`config.mk`:
```
export PLATFORM = sky130hd
export DESIGN_NAME = clock_offset_trimmed_mean
export DESIGN_NICKNAME = d
export VERILOG_FILES = /design/src/design/cotm_pkg.sv /design/src/design/cotm_div.sv /design/src/design/cotm_ctrl.sv /design/src/design/cotm_datapath.sv /design/src/design/clock_offset_trimmed_mean.sv
export SDC_FILE = /design/constraint.sdc
export NUM_CORES = 2
export LEC_CHECK = 0
export BUFFER_PORTS_ARGS = -buffer_cell sky130_fd_sc_hd__clkbuf_2
export CAP_MARGIN = 20
export CORE_AREA = 2 2 446 315
export DETAILED_ROUTE_END_ITERATION = 7
export DIE_AREA = 0 0 448 317
export PLACE_DENSITY = 0.75
export SLEW_MARGIN = 20
export SYNTH_ARGS = -nofsm -noshare
export SYNTH_HDL_FRONTEND = slang
export SYNTH_SLANG_ARGS = --single-unit
```
`constraint.sdc`:
```
create_clock -name clk -period 7.14 [get_ports clk]
set_input_delay 0.714 -clock clk [delete_from_list [all_inputs] [get_ports clk]]
set_output_delay 0.714 -clock clk [all_outputs]
set_load 0.05 [all_outputs]
```
`src/design/cotm_pkg.sv`:
```
`timescale 1ns / 1ps
// ----------------------------------------------------------------------------
// cotm_pkg
// Shared types and constants of the clock offset trimmed mean filter.
// ----------------------------------------------------------------------------
package cotm_pkg;

	localparam int GUARD_W     = 22;
	localparam int HOLDOFF_W   = 22;
	localparam int DEADBAND_W  = 20;
	localparam int SLEW_W      = 30;
	localparam int CFG_DATA_W  = 30;
	localparam int CFG_INDEX_W = 2;
	localparam int STEP_W      = 39;
	localparam int ACTION_W    = 2;
	localparam int DVS_W       = 10;

	localparam logic [GUARD_W-1:0]    GUARD_RESET    = GUARD_W'(1800);
	localparam logic [HOLDOFF_W-1:0]  HOLDOFF_RESET  = HOLDOFF_W'(60000);
	localparam logic [DEADBAND_W-1:0] DEADBAND_RESET = DEADBAND_W'(1000);
	localparam logic [SLEW_W-1:0]     SLEW_RESET     = SLEW_W'(1000000);
	localparam logic [DVS_W-1:0]      STEP_DIVISOR   = DVS_W'(1000);

	typedef enum logic {
		OP_SAMPLE,
		OP_TICK
	} op_t;

	typedef enum logic [ACTION_W-1:0] {
		ACT_NONE,
		ACT_SLEW,
		ACT_STEP,
		ACT_TIMEOUT
	} action_t;

	typedef enum logic [CFG_INDEX_W-1:0] {
		CFG_GUARD,
		CFG_HOLDOFF,
		CFG_DEADBAND,
		CFG_MAX_SLEW
	} cfg_idx_t;

	typedef enum logic [3:0] {
		ST_IDLE,
		ST_DECIDE,
		ST_SUM,
		ST_MEAN_START,
		ST_MEAN_WAIT,
		ST_JUDGE,
		ST_STEP_START,
		ST_STEP_WAIT,
		ST_OUT
	} state_t;

	typedef struct packed {
		logic capture;
		logic decide;
		logic sum_step;
		logic div_start;
		logic div_step;
		logic judge;
		logic load_out;
	} cotm_cmd_t;

	typedef struct packed {
		logic eval_go;
		logic sum_last;
		logic div_busy;
		logic need_step;
		logic out_free;
	} cotm_status_t;

endpackage

```
`src/design/cotm_div.sv`:
```
`timescale 1ns / 1ps
// ----------------------------------------------------------------------------
// cotm_div
// Unsigned divider by one of two constants, the mean divisor or the seconds
// divisor, working 12-bit chunks by reciprocal multiplication, a multiply
// step then a quotient-and-remainder step for each chunk.
// ----------------------------------------------------------------------------
module cotm_div
	import cotm_pkg::*;
#(
	parameter int DW   = 51,
	parameter int KEEP = 6
) (
	input  logic          clk,
	input  logic          arst_n,
	input  logic          start,
	input  logic          step_mode,
	input  logic [DW-1:0] dividend,
	output logic          busy,
	output logic [DW-1:0] quotient
);

	localparam int CH      = 12;
	localparam int NCH     = (DW + CH - 1) / CH;
	localparam int PW      = NCH * CH;
	localparam int XW      = CH + DVS_W;
	localparam int MW      = XW + 1;
	localparam int PRW     = XW + MW;
	localparam int STEP_D  = int'(STEP_DIVISOR);
	localparam int SH_MEAN = XW + $clog2(KEEP);
	localparam int SH_STEP = XW + $clog2(STEP_D);
	localparam int CNT_W   = $clog2(NCH + 1);
	localparam longint MUL_MEAN =
		((longint'(1) << SH_MEAN) + longint'(KEEP - 1)) / longint'(KEEP);
	localparam longint MUL_STEP =
		((longint'(1) << SH_STEP) + longint'(STEP_D - 1)) / longint'(STEP_D);

	logic             busy_q;
	logic             phase_q;
	logic             mode_q;
	logic [CNT_W-1:0] cnt_q;
	logic [PW-1:0]    work_q;
	logic [DVS_W-1:0] rem_q;
	logic [PRW-1:0]   prod_q;
	logic [XW-1:0]    x;
	logic [MW-1:0]    mul;
	logic [DVS_W-1:0] dvs;
	logic [CH-1:0]    qc;
	logic [XW-1:0]    back;
	logic [XW-1:0]    r_full;

	// dividend chunks leave at the top of work_q, quotient chunks enter at the bottom
	always_comb begin
		x      = {rem_q, work_q[PW-1 -: CH]};
		mul    = mode_q ? MW'(MUL_STEP) : MW'(MUL_MEAN);
		dvs    = mode_q ? STEP_DIVISOR : DVS_W'(KEEP);
		qc     = mode_q ? prod_q[SH_STEP +: CH] : prod_q[SH_MEAN +: CH];
		back   = {{(XW-CH){1'b0}}, qc} * {{(XW-DVS_W){1'b0}}, dvs};
		r_full = x - back;
	end

	always_ff @(posedge clk or negedge arst_n) begin
		if (!arst_n) begin
			busy_q  <= 1'b0;
			phase_q <= 1'b0;
			cnt_q   <= '0;
		end else if (start) begin
			busy_q  <= 1'b1;
			phase_q <= 1'b0;
			cnt_q   <= CNT_W'(NCH);
		end else if (busy_q) begin
			phase_q <= !phase_q;
			if (phase_q) begin
				cnt_q <= cnt_q - 1'b1;
				if (cnt_q == CNT_W'(1)) begin
					busy_q <= 1'b0;
				end
			end
		end
	end

	always_ff @(posedge clk) begin
		if (start) begin
			work_q <= PW'(dividend);
			rem_q  <= '0;
			mode_q <= step_mode;
		end else if (busy_q) begin
			if (!phase_q) begin
				prod_q <= {{(PRW-XW){1'b0}}, x} * {{(PRW-MW){1'b0}}, mul};
			end else begin
				work_q <= {work_q[PW-CH-1:0], qc};
				rem_q  <= r_full[DVS_W-1:0];
			end
		end
	end

	assign busy     = busy_q;
	assign quotient = work_q[DW-1:0];

endmodule

```
`src/design/cotm_ctrl.sv`:
```
`timescale 1ns / 1ps
// ----------------------------------------------------------------------------
// cotm_ctrl
// Sequencer: accept, decide, sum kept entries, divide, judge, divide for a step, emit.
// ----------------------------------------------------------------------------
module cotm_ctrl
	import cotm_pkg::*;
(
	input  logic         clk,
	input  logic         arst_n,
	input  logic         in_valid,
	output logic         in_ready,
	input  cotm_status_t status,
	output cotm_cmd_t    cmd
);

	state_t state_q;
	state_t state_n;

	always_ff @(posedge clk or negedge arst_n) begin
		if (!arst_n) begin
			state_q <= ST_IDLE;
		end else begin
			state_q <= state_n;
		end
	end

	always_comb begin
		state_n  = state_q;
		cmd      = '0;
		in_ready = 1'b0;
		case (state_q)
			ST_IDLE: begin
				in_ready = 1'b1;
				if (in_valid) begin
					cmd.capture = 1'b1;
					state_n     = ST_DECIDE;
				end
			end
			ST_DECIDE: begin
				cmd.decide = 1'b1;
				state_n    = status.eval_go ? ST_SUM : ST_OUT;
			end
			ST_SUM: begin
				cmd.sum_step = 1'b1;
				if (status.sum_last) begin
					state_n = ST_MEAN_START;
				end
			end
			ST_MEAN_START: begin
				cmd.div_start = 1'b1;
				state_n       = ST_MEAN_WAIT;
			end
			ST_MEAN_WAIT: begin
				if (!status.div_busy) begin
					state_n = ST_JUDGE;
				end
			end
			ST_JUDGE: begin
				cmd.judge = 1'b1;
				state_n   = status.need_step ? ST_STEP_START : ST_OUT;
			end
			ST_STEP_START: begin
				cmd.div_start = 1'b1;
				cmd.div_step  = 1'b1;
				state_n       = ST_STEP_WAIT;
			end
			ST_STEP_WAIT: begin
				if (!status.div_busy) begin
					state_n = ST_OUT;
				end
			end
			ST_OUT: begin
				if (status.out_free) begin
					cmd.load_out = 1'b1;
					state_n      = ST_IDLE;
				end
			end
			default: begin
				state_n = ST_IDLE;
			end
		endcase
	end

endmodule

```
`src/design/cotm_datapath.sv`:
```
`timescale 1ns / 1ps
// ----------------------------------------------------------------------------
// cotm_datapath
// Config registers, watchdog, insertion-sorted offset cells, accumulator,
// shared divider and the output register.
// ----------------------------------------------------------------------------
module cotm_datapath
	import cotm_pkg::*;
#(
	parameter int SAMPLE_COUNT   = 10,
	parameter int TRIM_EACH_SIDE = 2,
	parameter int TIME_BITS      = 48
) (
	input  logic                   clk,
	input  logic                   arst_n,
	input  cotm_cmd_t              cmd,
	output cotm_status_t           status,
	input  logic                   in_op,
	input  logic [TIME_BITS-1:0]   in_ref,
	input  logic [TIME_BITS-1:0]   in_loc,
	input  logic                   cfg_we,
	input  logic [CFG_INDEX_W-1:0] cfg_index,
	input  logic [CFG_DATA_W-1:0]  cfg_data,
	input  logic                   out_ready,
	output logic                   out_valid,
	output logic [ACTION_W-1:0]    out_action,
	output logic [TIME_BITS-1:0]   out_offset,
	output logic [STEP_W-1:0]      out_step
);

	localparam int N        = SAMPLE_COUNT;
	localparam int T        = TIME_BITS;
	localparam int TRIM_EFF = (2 * TRIM_EACH_SIDE < N) ? TRIM_EACH_SIDE : (N - 1) / 2;
	localparam int KEEP     = N - 2 * TRIM_EFF;
	localparam int KEEP_LOG = $clog2(KEEP);
	localparam int IDX_W    = $clog2(N);
	localparam int OFF_W    = T + 1;
	localparam int ACC_W    = T + KEEP_LOG + 1;
	localparam int DW       = ACC_W - 1;

	// configuration
	logic [GUARD_W-1:0]    guard_q;
	logic [HOLDOFF_W-1:0]  holdoff_q;
	logic [DEADBAND_W-1:0] deadband_q;
	logic [SLEW_W-1:0]     slew_q;

	// item and state
	op_t                     op_q;
	logic [T-1:0]            ref_q;
	logic signed [OFF_W-1:0] off_q;
	logic signed [OFF_W-1:0] s_q [N];
	logic signed [OFF_W-1:0] s_next [N];
	logic [N-1:0]            lt;
	logic [IDX_W-1:0]        idx_q;
	logic [IDX_W-1:0]        k_q;
	logic signed [ACC_W-1:0] acc_q;
	logic [T-1:0]            last_q;
	logic [GUARD_W-1:0]      wd_q;
	logic                    rep_q;
	action_t                 res_action_q;
	logic [T-1:0]            res_offset_q;

	// output register
	logic                out_valid_q;
	logic [ACTION_W-1:0] out_action_q;
	logic [T-1:0]        out_offset_q;
	logic [STEP_W-1:0]   out_step_q;

	// combinational
	logic                is_tick;
	logic                ref_zero;
	logic                held;
	logic                sample_ok;
	logic                eval_due;
	logic [T-1:0]        hold_diff;
	logic [GUARD_W-1:0]  wd_dec;
	logic                fires;
	logic [ACC_W-1:0]    acc_neg;
	logic [DW-1:0]       acc_abs;
	logic [DW-1:0]       div_dividend;
	logic                div_busy;
	logic [DW-1:0]       quo;
	logic [T-1:0]        mag;
	logic                beyond_band;
	logic                need_step;
	logic                avg_neg;
	logic [T-1:0]        avg_sat;
	logic [T-1:0]        off_sat;
	logic [STEP_W+DW-1:0] quo_ext;

	always_comb begin
		is_tick   = op_q == OP_TICK;
		ref_zero  = ref_q == '0;
		hold_diff = ref_q - last_q;
		held      = hold_diff < T'(holdoff_q);
		sample_ok = !is_tick && !ref_zero && !held;
		eval_due  = idx_q == IDX_W'(N - 1);
		wd_dec    = (wd_q != '0) ? wd_q - 1'b1 : wd_q;
		fires     = (guard_q != '0) && (wd_dec == '0) && !rep_q;
	end

	// insertion cells: the prefix below the new offset holds, the rest shifts up
	for (genvar k = 0; k < N; k++) begin : g_cell
		assign lt[k] = (IDX_W'(k) < idx_q) && (s_q[k] <= off_q);
		if (k == 0) begin : g_first
			assign s_next[k] = lt[k] ? s_q[k] : off_q;
		end else begin : g_rest
			assign s_next[k] = lt[k] ? s_q[k] : (lt[k-1] ? off_q : s_q[k-1]);
		end
	end

	always_ff @(posedge clk) begin
		if (cmd.decide && sample_ok) begin
			s_q <= s_next;
		end
	end

	// mean magnitude, sign and saturation
	always_comb begin
		acc_neg = -acc_q;
		avg_neg = acc_q[ACC_W-1];
		acc_abs = avg_neg ? acc_neg[DW-1:0] : acc_q[DW-1:0];
		mag     = quo[T-1:0];
		beyond_band = mag >= T'(deadband_q);
		need_step   = beyond_band && (mag >= T'(slew_q));
		if (!avg_neg) begin
			avg_sat = mag[T-1] ? {1'b0, {(T-1){1'b1}}} : mag;
		end else if (mag[T-1] && (|mag[T-2:0])) begin
			avg_sat = {1'b1, {(T-1){1'b0}}};
		end else begin
			avg_sat = -mag;
		end
		if (!off_q[T] && off_q[T-1]) begin
			off_sat = {1'b0, {(T-1){1'b1}}};
		end else if (off_q[T] && !off_q[T-1]) begin
			off_sat = {1'b1, {(T-1){1'b0}}};
		end else begin
			off_sat = off_q[T-1:0];
		end
		div_dividend = cmd.div_step ? DW'(ref_q) : acc_abs;
		quo_ext      = {{STEP_W{1'b0}}, quo};
	end

	cotm_div #(
		.DW  (DW),
		.KEEP(KEEP)
	) u_div (
		.clk      (clk),
		.arst_n   (arst_n),
		.start    (cmd.div_start),
		.step_mode(cmd.div_step),
		.dividend (div_dividend),
		.busy     (div_busy),
		.quotient (quo)
	);

	// payload registers
	always_ff @(posedge clk) begin
		if (cmd.capture) begin
			op_q  <= op_t'(in_op);
			ref_q <= in_ref;
			off_q <= $signed({1'b0, in_ref}) - $signed({1'b0, in_loc});
		end
		if (cmd.decide) begin
			res_action_q <= (is_tick && fires) ? ACT_TIMEOUT : ACT_NONE;
			res_offset_q <= '0;
			acc_q        <= '0;
			k_q          <= IDX_W'(TRIM_EFF);
		end
		if (cmd.sum_step) begin
			acc_q <= acc_q + ACC_W'(s_q[k_q]);
			k_q   <= k_q + 1'b1;
		end
		if (cmd.judge && beyond_band) begin
			res_action_q <= need_step ? ACT_STEP : ACT_SLEW;
			res_offset_q <= need_step ? off_sat : avg_sat;
		end
		if (cmd.load_out) begin
			out_action_q <= res_action_q;
			out_offset_q <= res_offset_q;
			out_step_q   <= (res_action_q == ACT_STEP) ? quo_ext[STEP_W-1:0] : '0;
		end
	end

	// control state
	always_ff @(posedge clk or negedge arst_n) begin
		if (!arst_n) begin
			guard_q     <= GUARD_RESET;
			holdoff_q   <= HOLDOFF_RESET;
			deadband_q  <= DEADBAND_RESET;
			slew_q      <= SLEW_RESET;
			idx_q       <= '0;
			last_q      <= '0;
			wd_q        <= GUARD_RESET;
			rep_q       <= 1'b0;
			out_valid_q <= 1'b0;
		end else begin
			if (cfg_we) begin
				case (cfg_idx_t'(cfg_index))
					CFG_GUARD:    guard_q    <= cfg_data[GUARD_W-1:0];
					CFG_HOLDOFF:  holdoff_q  <= cfg_data[HOLDOFF_W-1:0];
					CFG_DEADBAND: deadband_q <= cfg_data[DEADBAND_W-1:0];
					CFG_MAX_SLEW: slew_q     <= cfg_data[SLEW_W-1:0];
					default: begin
					end
				endcase
			end
			if (cmd.decide) begin
				if (is_tick) begin
					if (guard_q != '0) begin
						wd_q <= wd_dec;
						if (fires) begin
							rep_q <= 1'b1;
						end
					end
				end else if (!ref_zero) begin
					wd_q  <= guard_q;
					rep_q <= 1'b0;
					if (!held) begin
						idx_q <= eval_due ? '0 : idx_q + 1'b1;
					end
				end
			end
			if (cmd.judge && beyond_band) begin
				last_q <= ref_q;
			end
			if (cmd.load_out) begin
				out_valid_q <= 1'b1;
			end else if (out_ready) begin
				out_valid_q <= 1'b0;
			end
		end
	end

	always_comb begin
		status.eval_go   = sample_ok && eval_due;
		status.sum_last  = k_q == IDX_W'(TRIM_EFF + KEEP - 1);
		status.div_busy  = div_busy;
		status.need_step = need_step;
		status.out_free  = !out_valid_q || out_ready;
	end

	assign out_valid  = out_valid_q;
	assign out_action = out_action_q;
	assign out_offset = out_offset_q;
	assign out_step   = out_step_q;

endmodule

```
`src/design/clock_offset_trimmed_mean.sv`:
```
`timescale 1ns / 1ps
// ----------------------------------------------------------------------------
// clock_offset_trimmed_mean
// Clock offset filter: trimmed mean of the last offsets plus a reference
// watchdog, emitting one action per transfer.
// ----------------------------------------------------------------------------
// Input stream: tuser selects a timestamp sample or a one-second tick, tdata
// carries the reference and local times. Every input transfer yields exactly
// one output transfer: action in tuser, offset and step seconds in tdata.
// Configuration writes go through the cfg channel, which is always ready;
// write it only while no item is in work.
// One item is worked at a time. An item that does not close a round of
// samples passes through accept, decide and the load of the output
// register. The sample that closes a round adds the kept-entry sum and
// the mean division; a step adds the seconds division. The divider takes
// 12-bit chunks, NCH = ceil(DW / 12) with DW = TIME_BITS + clog2(KEEP):
// 5 chunks by default with KEEP = 6.
// The output register lets a finished result wait while the next item is
// accepted; a stalled receiver stops the block only when a second result
// is ready. Reset clears the round, the hold-off time and the timeout flag,
// loads the watchdog and the registers with their defaults, and empties
// the output register.
// ----------------------------------------------------------------------------
module clock_offset_trimmed_mean
	import cotm_pkg::*;
#(
	parameter int SAMPLE_COUNT   = 10,
	parameter int TRIM_EACH_SIDE = 2,
	parameter int TIME_BITS      = 48,
	localparam int IN_DATA_W     = ((2 * TIME_BITS + 7) / 8) * 8,
	localparam int OUT_DATA_W    = ((TIME_BITS + STEP_W + 7) / 8) * 8
) (
	input  logic                   clk,
	input  logic                   arst_n,
	input  logic                   s_axis_tvalid,
	output logic                   s_axis_tready,
	input  logic [IN_DATA_W-1:0]   s_axis_tdata,   // ref_time_ms, local_time_ms
	input  logic                   s_axis_tuser,   // op
	output logic                   m_axis_tvalid,
	input  logic                   m_axis_tready,
	output logic [OUT_DATA_W-1:0]  m_axis_tdata,   // offset_ms, step_seconds
	output logic [ACTION_W-1:0]    m_axis_tuser,   // action
	input  logic                   cfg_valid,
	output logic                   cfg_ready,
	input  logic [CFG_INDEX_W-1:0] cfg_index,
	input  logic [CFG_DATA_W-1:0]  cfg_data
);

	cotm_cmd_t              cmd;
	cotm_status_t           status;
	logic [TIME_BITS-1:0]   out_offset;
	logic [STEP_W-1:0]      out_step;

	assign cfg_ready = 1'b1;

	cotm_ctrl u_ctrl (
		.clk     (clk),
		.arst_n  (arst_n),
		.in_valid(s_axis_tvalid),
		.in_ready(s_axis_tready),
		.status  (status),
		.cmd     (cmd)
	);

	cotm_datapath #(
		.SAMPLE_COUNT  (SAMPLE_COUNT),
		.TRIM_EACH_SIDE(TRIM_EACH_SIDE),
		.TIME_BITS     (TIME_BITS)
	) u_datapath (
		.clk       (clk),
		.arst_n    (arst_n),
		.cmd       (cmd),
		.status    (status),
		.in_op     (s_axis_tuser),
		.in_ref    (s_axis_tdata[TIME_BITS-1:0]),
		.in_loc    (s_axis_tdata[2*TIME_BITS-1:TIME_BITS]),
		.cfg_we    (cfg_valid && cfg_ready),
		.cfg_index (cfg_index),
		.cfg_data  (cfg_data),
		.out_ready (m_axis_tready),
		.out_valid (m_axis_tvalid),
		.out_action(m_axis_tuser),
		.out_offset(out_offset),
		.out_step  (out_step)
	);

	assign m_axis_tdata = OUT_DATA_W'({out_step, out_offset});

endmodule

```
# Word level (Yosys, flattened, before mapping)
# Index checks and enable logic that the tools add are counted.
# totals
in_bits,134
output_inout_bits,93
wordCells,252
register_bits,1077
# op_classes
eq_ne,23
n_bitwise,16
addsub,10
muxes,74
n_reduce_logical,65
n_mul,2
order_cmp,24
# op_table
op,n
two-way mux 49 bit,11
less-or-equal comparator 49 bit,10
two-way mux 48 bit,7
two-way mux 51 bit,5
binary-select mux 49 bit (select 4 bit),1
two-way mux 52 bit,2
two-way mux 22 bit,4
adder 52 x 49 -> 52 bit,1
negator 51 bit,1
subtractor 48 x 48 -> 49 bit,1
greater-or-equal comparator 48 x 20 -> 1 bit,1
greater-or-equal comparator 48 x 30 -> 1 bit,1
zero test 48 bit,1
< comparator 48 x 22 -> 1 bit,1
negator 48 bit,1
subtractor 48 bit,1
two-way mux 47 bit,1
OR reduction 47 bit,1
multiplier 22 x 23 -> 44 bit,1
nonzero test 22 bit,2
two-way mux 4 bit,10
case mux 4 bit (9 select lines),1
AND reduction 2 bit,16
logical AND 1 bit,22
other kinds (37),111

# Depth between registers and ports, before layout
# depth
word_depth,9
mapped_depth,32
ltp_nobuf,30

# Modules after synthesis
# From an unflattened synthesis, not the netlist that was laid out.
# hier_totals
hier_cells,7399
hier_area_um2,81036.5
# by_module_without_submodules
module,seq_area_each_um2,n_inst,area_per_inst_um2,cells_per_inst
cotm_datapath,27801.7,1,65183.8,5865
cotm_div,2637.5,1,15478.6,1483
cotm_ctrl,100.1,1,351.6,47
clock_offset_trimmed_mean,0.0,1,22.5,4

# Worst setup path after synthesis
# OpenSTA, ideal clock, no wires.
# synth_path
kind,register to register
startpoint,register u_datapath.u_div.mode_q
endpoint,register u_datapath.u_div.prod_q[43] (data pin)
required_time_ps,6880
n_path_buf,5
stages_incl_launch_ff,31
setup_time_ps,260
period_less_slack_ps,7511
slack_ps,-371
arrival_time_ps,7251
path_cell_list,edfxtp_1 clkbuf_1 clkbuf_1 clkbuf_1 clkbuf_1 nor2_1 ha_1 clkbuf_1 fa_1 inv_1 fa_1 inv_1 fa_1 fa_1 fa_1 inv_1 fa_1 inv_1 ha_1 a21oi_1 o21ai_0 a211o_1 nand2b_1 a211o_1 nand3_1 a21oi_1 a21oi_1 o21ai_0 o21a_1 nor2_1 xnor2_1
# synth_between
elab_chain_cells,2
# synth_lines
element,line_no,source
"start, declared",cotm_div.sv:40,logic mode_q;
"start signal, assigned",cotm_div.sv:86,mode_q <= step_mode;
two-way mux 21 bit,cotm_div.sv:55,mul = mode_q ? MW'(MUL_STEP) : MW'(MUL_MEAN);
multiplier 22 x 23 -> 44 bit,cotm_div.sv:89,"prod_q <= {{(PRW-XW){1'b0}}, x} * {{(PRW-MW){1'b0}}, mul};"
"end signal, assigned",cotm_div.sv:89,
"end, declared",cotm_div.sv:44,logic [PRW-1:0] prod_q;
# No other way between the ends.
# A chain may end at the register's enable or synchronous reset.

# Worst setup path in the final report
# layout_path
startpoint,register u_datapath.u_div.mode_q
endpoint,register u_datapath.u_div.prod_q[32] (data pin)
# The elaborated chain is that of the path after synthesis.

==> run_results.csv <==
group,metric,value,unit
drt,detail_route.drc_violations,4,
sta,max-slew-margin-rel,19.22,%
clock_network,cts_h_tree_lvls,3,
finish,layout.filler_cells,10810,
floorplan,dieArea,142000,sq um
critical_path,cpLargestDelayFamily,"adder cells",
finish,area_delta_synth_final,11.18,%
critical_path,reg_to_reg_slack_setup,0.22,ns
floorplan,core_outline_area,137500,sq um
global_routing,grt_first_pass_wirelength,398.3,mm
critical_path,startpoint,"u_datapath.u_div.mode_q",
sta,slew_viol_final,0,
yosys,syn-instance-count,7274,
drt,via_count,62710,
hold_path,hold_path.startpoint,"s_axis_tuser",
run,max_cap_viol_count,0,
yosys,synth_async_sr_flop_share,17.02,%
run_status,run_status,"finished with violations",
yosys,yosysWarningCount,0,
yosys,synth_cell_types,93,
yosys,synthTopCellsByCount,"sky130_fd_sc_hd__ha_1, sky130_fd_sc_hd__edfxtp_1, sky130_fd_sc_hd__inv_1",
yosys,synth.yosys.seq_area_share,38.46,%
floorplan,die_w,448,um
critical_path,most_used_cell_cp,"sky130_fd_sc_hd__fa_1",
sta,fmax,144.5,MHz
finish,finalCoreUtilization,64.21,%
yosys,ys_seq_elements,1052,
clock_network,clock_path_buffers,3,
global_routing,grt_pass1_vias,59810,
hold_path,hold_class,"in -> reg",
drt,postRouteWirelength,272.7,mm
critical_path,critical_path.slowest_cell,"sky130_fd_sc_hd__fa_1",
critical_path,critPathMaxFanout,31,
finish,fraction_of_layout_instances_using_a_drive_strength_above_1,18.51,%
floorplan,start_util,57.75,%
critical_path,worst_setup_path_start_kind,"register",
sta,setup_viol,0,
sta,report.final.hold_viol_count,0,
sta,tightestPinTransition,1.212,ns
global_routing,globalRouteOverflowTotal,0,
critical_path,worstPathBufferInverterCount,7,
yosys,yosys-top-cells-area,"sky130_fd_sc_hd__edfxtp_1, sky130_fd_sc_hd__ha_1, sky130_fd_sc_hd__mux2_2, sky130_fd_sc_hd__fa_1, sky130_fd_sc_hd__dfrtp_1",
drt,drt-initial-drc-count,9782,
yosys,number_of_enable_flip_flop_cells_after_synthesis,854,
drt,detailedRoute.firstPassIterationCount,8,
placement,hpwlAfterDp,209.9,mm
critical_path,timing.critical_path.slowest_cell_delay,0.56,ns
sta,fin_crit_sh,96.93,%
yosys,post_synth_instance_area,79410,sq um
critical_path,path_class,"reg -> reg",
placement,gp_congestion,1.009,
run_status,violations_in_the_final_reports,"design-rule violations",
critical_path,end_kind,"register",
critical_path,timing.critical_path.required,7.66,ns
placement,io_buffer_count,224,
drt,wire_per_inst,28.50,um
critical_path,r2r_start,"u_datapath.u_div.mode_q",
placement,placed_cells_incl_taps,9359,
global_routing,grt_usage,38.15,%
floorplan,die-height,317,um
yosys,synth_top_area_share,32.29,%
clock_network,clockRootBuffer,"sky130_fd_sc_hd__clkbuf_16",
clock_network,clk_pin_slew_worst_paths,0.06,ns
yosys,avgSynthCellArea,10.92,sq um
clock_network,tritoncts,"built",
floorplan,placement_rows,114,
finish,non_filler_cells_final,9569,
critical_path,worst-endpoint-arrival,7.44,ns
floorplan,io-pin-count,227,
yosys,yosysMostFrequentCell,"sky130_fd_sc_hd__ha_1",
sta,finalClockSkew,0.05760,ns
drt,drt-vias-per-instance,6.554,
yosys,synthDominantAreaCellType,"sky130_fd_sc_hd__edfxtp_1",
yosys,ys_dominant_reg_cell,"sky130_fd_sc_hd__edfxtp_1",
finish,design.final.nets,8982,
clock_network,cts_made_buffers,107,
global_routing,antenna_found_initial,18,
global_routing,grt_max_degree,96,
clock_network,worstSkewPairLatency,0.80,ns
clock_network,tritoncts_num_sinks,1052,
sta,final_period_demand_of_the_worst_path,6.921,ns
drt,antenna_left,0,
final timing paths:
check	cells after the start	endpoint
max in group asynchronous	3	u_datapath.out_valid
min in group asynchronous	2	u_datapath.wd_q[7]
worst min-delay path	1	u_datapath.is_tick
worst max-delay path	26	u_datapath.u_div.prod_q[32]
worst min register to register	0	u_datapath.out_offset[45]
worst max register to register	26	u_datapath.u_div.prod_q[32]
metal layers:
layer  GRT usage (%)  vias to the layer above  routed length (um)
met3           14.29                      560               42920
met5          0.2976                        -                 147
li1                -                    27320                   -
met4           12.26                       16               10110
met2           50.73                     4225              105800
met1           56.83                    30590              113700
worst register-to-register path: stages (launching register included):
cell	delay, ns
sky130_fd_sc_hd__edfxtp_1	0.38
sky130_fd_sc_hd__buf_6	0.15
sky130_fd_sc_hd__buf_12	0.16
sky130_fd_sc_hd__and2_1	0.19
sky130_fd_sc_hd__or2_2	0.29
sky130_fd_sc_hd__ha_2	0.19
sky130_fd_sc_hd__inv_1	0.07
sky130_fd_sc_hd__fa_1	0.44
sky130_fd_sc_hd__fa_1	0.50
sky130_fd_sc_hd__inv_1	0.06
sky130_fd_sc_hd__fa_1	0.52
sky130_fd_sc_hd__fa_1	0.44
sky130_fd_sc_hd__fa_1	0.57
sky130_fd_sc_hd__inv_1	0.06
sky130_fd_sc_hd__fa_1	0.53
sky130_fd_sc_hd__inv_1	0.05
sky130_fd_sc_hd__ha_1	0.32
sky130_fd_sc_hd__inv_1	0.06
sky130_fd_sc_hd__o21ai_0	0.08
sky130_fd_sc_hd__a211o_1	0.27
sky130_fd_sc_hd__nand2b_4	0.15
sky130_fd_sc_hd__a211o_4	0.33
sky130_fd_sc_hd__and2_1	0.20
sky130_fd_sc_hd__a41o_1	0.25
sky130_fd_sc_hd__a21o_1	0.20
sky130_fd_sc_hd__a21oi_2	0.14
sky130_fd_sc_hd__xnor2_1	0.07
state kept, by name (all words and copies together), names as in the netlist, 4 cells and up:
register	cells
u_datapath.u_div.rem_q	10
u_datapath.wd_q	22
u_datapath.guard_q	22
u_datapath.out_step	39
u_datapath.res_offset_q	48
u_datapath.u_div.work_q	60
u_datapath.off_q	49
u_datapath.holdoff_q	22
u_ctrl.state_q	4
u_datapath.last_q	48
u_datapath.ref_q	48
u_datapath.s_q	490
u_datapath.k_q	4
u_datapath.deadband_q	20
u_datapath.idx_q	4
u_datapath.slew_q	30
u_datapath.acc_q	52
u_datapath.u_div.prod_q	19
u_datapath.out_offset	48
metrics by stage:
step	setup TNS, ns	cell area [sq um]	setup slack, ns	hold WS (ns)
after floorplan	0	79530	0.006892	0.4003
after global placement	-0.5691	84190	-0.1672	0.4046
after detailed placement	-1.255	84220	-0.2110	0.4054
after CTS	0	88070	0.01599	0.08263
after global routing	-0.0009051	88280	-0.0009051	0.09141
final	0	88290	0.2194	0.1128
cells by family (layout without fill, tap and decap cells):
| group | Yosys count | in the layout | share of synthesized area (%) |
|---|---|---|---|
| buffers and inverters | 975 | 1385 | 4.662 |
| AND/OR/NAND/NOR | 1569 | 1569 | 9.630 |
| adder cells (fa/ha/maj) | 1231 | 1231 | 21.83 |
| flip-flops | 1052 | 1052 | 38.46 |
| other | 2 | 31 | 0.009457 |
| AO/OA/AOI/OAI | 1559 | 1559 | 12.23 |
| XOR/XNOR | 226 | 226 | 2.493 |
| multiplexers | 660 | 660 | 10.70 |
timing repair:
item / in CTS / in global routing
buffers inserted: 0 / 2
pin swaps: 4 / 23
hold buffers: 1 / 0
hold endpoints to repair: 58 / 0
gates resized for setup: 10 / 32
endpoints found under the setup margin: 11 / 509
layout by cell type, fill, tap and decap left out, types with 151 or more instances in the layout:
master / n
sky130_fd_sc_hd__inv_1: 712
sky130_fd_sc_hd__o21ai_0: 449
sky130_fd_sc_hd__dfrtp_1: 151
sky130_fd_sc_hd__edfxtp_1: 854
sky130_fd_sc_hd__a21oi_1: 399
sky130_fd_sc_hd__buf_4: 220
sky130_fd_sc_hd__fa_1: 256
sky130_fd_sc_hd__ha_1: 968
sky130_fd_sc_hd__nor2_1: 385
sky130_fd_sc_hd__nand2_1: 440
sky130_fd_sc_hd__a21o_1: 256
sky130_fd_sc_hd__clkbuf_2: 223
sky130_fd_sc_hd__mux2_2: 538
cell type report:
cell class | instances | area, sq um | area share [%]
antenna | 3 | 7.507 | 0.008503
clock buffer | 128 | 2856 | 3.235
timing repair buffer | 468 | 3237 | 3.666
multi-input combinational | 5273 | 45720 | 51.78
sequential | 1052 | 30540 | 34.59
inverter | 715 | 2684 | 3.040
tap | 1856 | 2322 | 2.630
clock inverter | 74 | 924.6 | 1.047
Power is left out: the tool's default activity adds up to more than one toggle a clock period on the data nets, which glitch-free logic cannot reach.
